===== src/hdl/sahs_pkg.sv =====
package sahs_pkg;

    localparam int KEY_W = 64;
    localparam int VAL_W = 64;
    localparam int CFG_W = 9;

    typedef enum logic
    {
        KIND_ASSIGN = 1'b0,
        KIND_READ   = 1'b1
    } kind_t;

    typedef struct packed
    {
        logic             kind;
        logic [KEY_W-1:0] key;
        logic [VAL_W-1:0] value;
    } item_t;

    typedef struct packed
    {
        logic [VAL_W-1:0] read_value;
        logic             status;
    } result_t;

endpackage


===== src/hdl/sahs_mod.sv =====
module sahs_mod #(
    parameter int BW          = 8
) (
    input  logic          clk,
    input  logic          rst_n,
    input  logic          start,
    input  logic [63:0]   key,
    input  logic [BW:0]   modulus,
    output logic          done,
    output logic [BW-1:0] bucket
);
    import sahs_pkg::*;

    logic [63:0]   mag_reg;
    logic [BW:0]   rem_reg;
    logic [6:0]    cnt_reg;
    logic          busy_reg;
    logic          neg_reg;
    logic          done_reg;
    logic [BW-1:0] bucket_reg;
    logic [BW+1:0] trial;
    logic [BW:0]   fin;

    assign trial = {rem_reg, mag_reg[63]};
    assign fin   = (neg_reg && rem_reg != '0) ? modulus - rem_reg : rem_reg;

    always_ff @(posedge clk or negedge rst_n)
    begin
        if (!rst_n)
        begin
            busy_reg   <= 1'b0;
            done_reg   <= 1'b0;
            cnt_reg    <= '0;
            neg_reg    <= 1'b0;
            mag_reg    <= '0;
            rem_reg    <= '0;
            bucket_reg <= '0;
        end
        else
        begin
            done_reg <= 1'b0;
            if (start)
            begin
                busy_reg <= 1'b1;
                neg_reg  <= key[63];
                mag_reg  <= key[63] ? (64'd0 - key) : key;
                rem_reg  <= '0;
                cnt_reg  <= '0;
            end
            else if (busy_reg)
            begin
                mag_reg <= {mag_reg[62:0], 1'b0};
                if (trial >= {1'b0, modulus})
                    rem_reg <= (BW+1)'(trial - {1'b0, modulus});
                else
                    rem_reg <= trial[BW:0];
                cnt_reg <= cnt_reg + 7'd1;
                if (cnt_reg == 7'd63)
                begin
                    busy_reg <= 1'b0;
                end
            end
            else if (cnt_reg == 7'd64)
            begin
                done_reg   <= 1'b1;
                bucket_reg <= fin[BW-1:0];
                cnt_reg    <= '0;
            end
        end
    end

    assign done   = done_reg;
    assign bucket = bucket_reg;
endmodule


===== config.mk =====
export PLATFORM = sky130hd
export DESIGN_NAME = sahs_mod
export DESIGN_NICKNAME = d
export VERILOG_FILES = /design/src/hdl/sahs_pkg.sv /design/src/hdl/sahs_mod.sv
export SDC_FILE = /design/constraint.sdc
export NUM_CORES = 1
export LEC_CHECK = 0
export BUFFER_PORTS_ARGS = -buffer_cell sky130_fd_sc_hd__buf_2
export CAP_MARGIN = 25
export CORE_MARGIN = 2
export CORE_UTILIZATION = 56
export DETAILED_ROUTE_END_ITERATION = 8
export HOLD_SLACK_MARGIN = 0.06
export PLACE_DENSITY = 0.78
export SLEW_MARGIN = 15
export SYNTH_ARGS = -nofsm -noshare
export SYNTH_HDL_FRONTEND = slang
export SYNTH_SLANG_ARGS = --single-unit

===== constraint.sdc =====
create_clock -name clk -period 5.9 [get_ports clk]
set_input_delay 0 -clock clk [delete_from_list [all_inputs] [get_ports clk]]
set_output_delay 0 -clock clk [all_outputs]
set_load 0.02 [all_outputs]

After elaboration in Yosys (flattened, before gate mapping)
Cells that the tools add are included.
W data, S select, Z words.
{"block": "op_classes", "addsub": 4, "n_lt_le_gt_ge": 1, "n_eq_ne": 2, "n_mux": 16, "bitwise": 2, "n_reduce_logical": 5}
{"operator": "$mux W64", "n": 3}
{"operator": "$sub A1 B64 Y64 const A", "n": 1}
{"operator": "$mux W9", "n": 3}
{"operator": "$mux W7", "n": 3}
{"operator": "$ge A10 B9 Y1", "n": 1}
{"operator": "$reduce_bool A9 Y1", "n": 1}
{"operator": "$sub A9 B9 Y9", "n": 1}
{"operator": "$mux W8", "n": 1}
{"operator": "$sub A8 B8 Y8", "n": 1}
{"operator": "$add A7 B1 Y7 const B", "n": 1}
{"operator": "$eq A7 B6 Y1 const B", "n": 1}
{"operator": "$eq A7 B7 Y1 const B", "n": 1}
{"operator": "$mux W1", "n": 6}
{"operator": "$reduce_and A3 Y1", "n": 1}
{"operator": "$reduce_bool A3 Y1", "n": 1}
{"operator": "$not A1 Y1", "n": 2}
{"operator": "$reduce_bool A2 Y1", "n": 1}
{"operator": "$logic_and A1 B1 Y1", "n": 1}
{"block": "word_totals", "regBits": 91, "in_bits": 76, "output_inout_bits": 9, "word_cells": 37}

Depth between registers and ports, before layout
{"block": "depth", "depth_word": 4, "depth_mapped": 10}

Least setup slack after synthesis
Ideal clock, no wire load.
{"block": "synth_path", "kind": "flip-flop to flip-flop", "from": "register rem_reg[1]", "to": "register rem_reg[0]", "arrival_ns": 2.342, "required_time_ns": 5.806, "setup_slack_ns": 3.464, "stages_incl_launch_ff": 8, "path_cell_list": "dfrtp_1 -> ha_1 -> nor2b_1 -> o31ai_1 -> a2bb2oi_1 -> a21oi_2 -> mux2_2 -> a211oi_1"}
{"block": "synth_via", "elab_chain_len": 4}
{"element": "from (decl)", "line": "sahs_mod.sv:15", "text": "logic [BW:0] rem_reg;"}
{"element": "from (signal assigned)", "line": "sahs_mod.sv:54", "text": "rem_reg <= (BW+1)'(trial - {1'b0, modulus});"}
{"element": "from (signal assigned)", "line": "sahs_mod.sv:56", "text": "rem_reg <= trial[BW:0];"}
{"element": "$ge A10 B9 Y1", "line": "sahs_mod.sv:53", "text": "if (trial >= {1'b0, modulus})"}
{"element": "$mux W9", "line": "sahs_mod.sv:53"}
{"element": "$mux W9", "line": "sahs_mod.sv:50", "text": "else if (busy_reg)"}
{"element": "$mux W9", "line": "sahs_mod.sv:42", "text": "if (start)"}
Every way passes these cells. The select of a mux whose other input is x is not followed.
A chain may end at the register's enable or synchronous reset.

Worst setup path after layout
{"block": "layout_path", "from": "input key[8]", "to": "register mag_reg[53]"}
{"block": "layout_via", "elab_chain_len": 3}
{"element": "from (decl)", "line": "sahs_mod.sv:7", "text": "input logic [63:0] key,"}
{"element": "$sub A1 B64 Y64", "line": "sahs_mod.sv:46", "text": "mag_reg <= key[63] ? (64'd0 - key) : key;"}
{"element": "$mux W64", "line": "sahs_mod.sv:46"}
{"element": "$mux W64", "line": "sahs_mod.sv:42"}
{"element": "to (signal assigned)", "line": "sahs_mod.sv:46"}
{"element": "to (signal assigned)", "line": "sahs_mod.sv:52", "text": "mag_reg <= {mag_reg[62:0], 1'b0};"}
{"element": "to (decl)", "line": "sahs_mod.sv:14", "text": "logic [63:0] mag_reg;"}
Every way passes these cells.

==> results.sh <==
export IMPL_routed_wl_mm=16.8
export IMPL_ctsRootBufferMaster="clkbuf_16"
export IMPL_place_ws_ns=3.14
export IMPL_antenna_cells=0
export IMPL_rsz0062_at_grt="no"
export IMPL_ys_seq_elements=91
export IMPL_vias=6032
export IMPL_cp_end_kind="flip-flop"
export IMPL_status="completed"
export IMPL_die_height_um=111
export IMPL_leakagePower_nw=3.39
export IMPL_clk_transition_reported_paths_ns=0.06
export IMPL_max_clock_path_buffers=2
export IMPL_die_area_um2=12400
export IMPL_tritoncts="done"
export IMPL_stdcell_count=993
export IMPL_initial_core_util=0.568
export IMPL_relSlewSlack=0.378
export IMPL_max_freq_mhz=348
export IMPL_grt_overflow_total=0
export IMPL_synth_area_um2=6430
export IMPL_rrSetupSlack_ns=3.10
export IMPL_core_um2=11300
export IMPL_yosysTopAreaCell="dfrtp_1"
export IMPL_fin_nets=942
export IMPL_io_pin_count=85
export IMPL_layout_drive_gt1_share=0.149
export IMPL_synth_edf_count=0
export IMPL_grt_max_degree=102
export IMPL_arrival_ns=3.10
export IMPL_worstPathRequired_ns=6.13
export IMPL_powerDensity_nw_per_um2=251
export IMPL_design_area_um2=7830
export IMPL_async_flop_share=1.00
export IMPL_synthToLayoutAreaGrowth_pct=21.8
export IMPL_netlist_top_cells_count="91 x dfrtp_1, 53 x nand2_1, 50 x a21oi_1"
export IMPL_drtAntennaViolNets=0
export IMPL_synth_distinct_cells=52
export IMPL_worst_ir_drop_vdd_mv=0.194
export IMPL_port_buffers=84
export IMPL_finalSetupTns_ns=0
export IMPL_post_cts_resized=0
export IMPL_gp_congestion=0.859
export IMPL_fin_crit_ns=2.87
export IMPL_grt_use_total=0.274
export IMPL_dp_cells=913
export IMPL_grt_pass1_wl_mm=28.0
export IMPL_synth_net_count=826
export IMPL_hold_class="in2reg"
export IMPL_dieWidth_um=111
export IMPL_first_global_vias=5812
export IMPL_post_dp_cell_area_um2=6890
export IMPL_synth_most_common_cell="dfrtp_1"
export IMPL_h_tree_depth=3
export IMPL_drt_iter0_markers=463
export IMPL_cts_sinks=91
export IMPL_clkLatencyLatePin_ns=0.34
export IMPL_final_setup_worst_slack_ns=3.03
export IMPL_yosysWarnings=0
export IMPL_setup_worst_path_class="in2reg"
export IMPL_yosys_area_top_type_share=0.354
export IMPL_drc=0
export IMPL_via_per_inst=6.07
export IMPL_tightestPinTransition_ns=0.933
export IMPL_firstDrtPassIters=7
export IMPL_rows=39
export IMPL_largest_reg_flops=64
export IMPL_final_max_slew_violation_count=0
export IMPL_synth_cells=729
export IMPL_syn_area_per_cell_um2=8.82
export IMPL_dpl_hpwl_mm=10.6
export IMPL_synthTopCellsByArea="dfrtp_1 35%, xor2_1 5.7%, a211oi_1 5.6%"
export IMPL_ys_flop_type="dfrtp_1"
export IMPL_cts_made_buffers=9
export IMPL_antenna_found_initial=0
export IMPL_wl_per_cell_um=16.9
export IMPL_skew_ns=0.00688
export IMPL_report_final_setup_viol=0
export IMPL_seq_area_frac_synth=0.354
export IMPL_fillerInstances=862
export IMPL_crit_fanout=20
export IMPL_final_hold_viol_count=0
export IMPL_finalCritPeriodShare=0.487
export IMPL_cap_violations=0
export IMPL_startpoint_type="input pin"
logic make-up after synthesis:
group                      count (synthesis)  share of synthesized area
adders and majority gates                 21                     0.0432
DFF                                       91                      0.354
buffers and inverters                     73                     0.0426
xor gates and xnor gates                  68                     0.0926
AOI/OAI and AO/OA                        214                      0.215
and+or+nand+nor                          220                      0.186
muxes                                     42                     0.0669
worst paths after layout:
path	end	startpoint	cells after the start
max in group asynchronous	bucket[1]	rst_n	3
min	bucket[7]	modulus[7]	4
max	mag_reg[53]	key[8]	8
min in group asynchronous	neg_reg	rst_n	3
max reg2reg	rem_reg[1]	rem_reg[1]	7
min reg2reg	bucket[4]	bucket[4]	2
routing by layer:
metal / track usage / routed length (µm) / up-vias
met1: 0.358 / 7200 / 2880
met2: 0.469 / 8350 / 223
met3: 0.0306 / 832 / 35
li1: - / - / 2894
met5: 0 / 0 / -
met4: 0.109 / 388 / 0
power by group:
group          internal (mW)  switching [mW]
Clock                  0.332           0.232
Combinational          0.302           0.336
Sequential             0.700          0.0631
Total                   1.33           0.631
cell type report:
type,count,area [µm²],share of cell area
flip-flops and latches,91,2280,0.291
inverters,27,101,0.0129
well taps,143,179,0.0228
clock buffers,15,288,0.0367
multi-input cells,565,3880,0.495
repair buffers,151,1100,0.140
clock inverters,1,5.00,0.000639
layout by cell type (no fill, tap or decap), drive strengths merged, types with 10 or more instances in the layout:
cell         instances
buf                 88
nand2               53
o41ai               15
nand3               10
inv                 27
dlygate4sd3         62
or4                 10
mux2i               34
ha                  19
nor3                11
nor2b               42
clkbuf              16
xor2                42
nor4                11
a21oi               51
nor2                33
a211oi              48
or3                 15
dfrtp               91
o21ai               49
xnor2               26
o31ai               25
repair_timing:
item,CTS,global route
hold buffers,62,0
buffers inserted,0,0
endpoints found under the hold margin,69,0
through the flow:
| stage | total power, mW | util | hold WS, ns |
|---|---|---|---|
| floorplan | 1.19 | - | -0.296 |
| global placement | 1.34 | 0.608 | -0.172 |
| detailed placement | 1.36 | 0.608 | -0.165 |
| CTS | 1.96 | 0.689 | 0.0602 |
| global route | 2.08 | 0.692 | 0.0902 |
| finish | 1.97 | 0.692 | 0.0652 |
critical path: stages:
cell and delay, ns:
dlygate4sd3_1 0.53, buf_2 0.15, nor4_1 0.46, nand4_1 0.28, or3_1 0.76, o41ai_1 0.58, and4b_1 0.26, nor3_1 0.05
No activity file was read; power rests on OpenSTA's default activity.
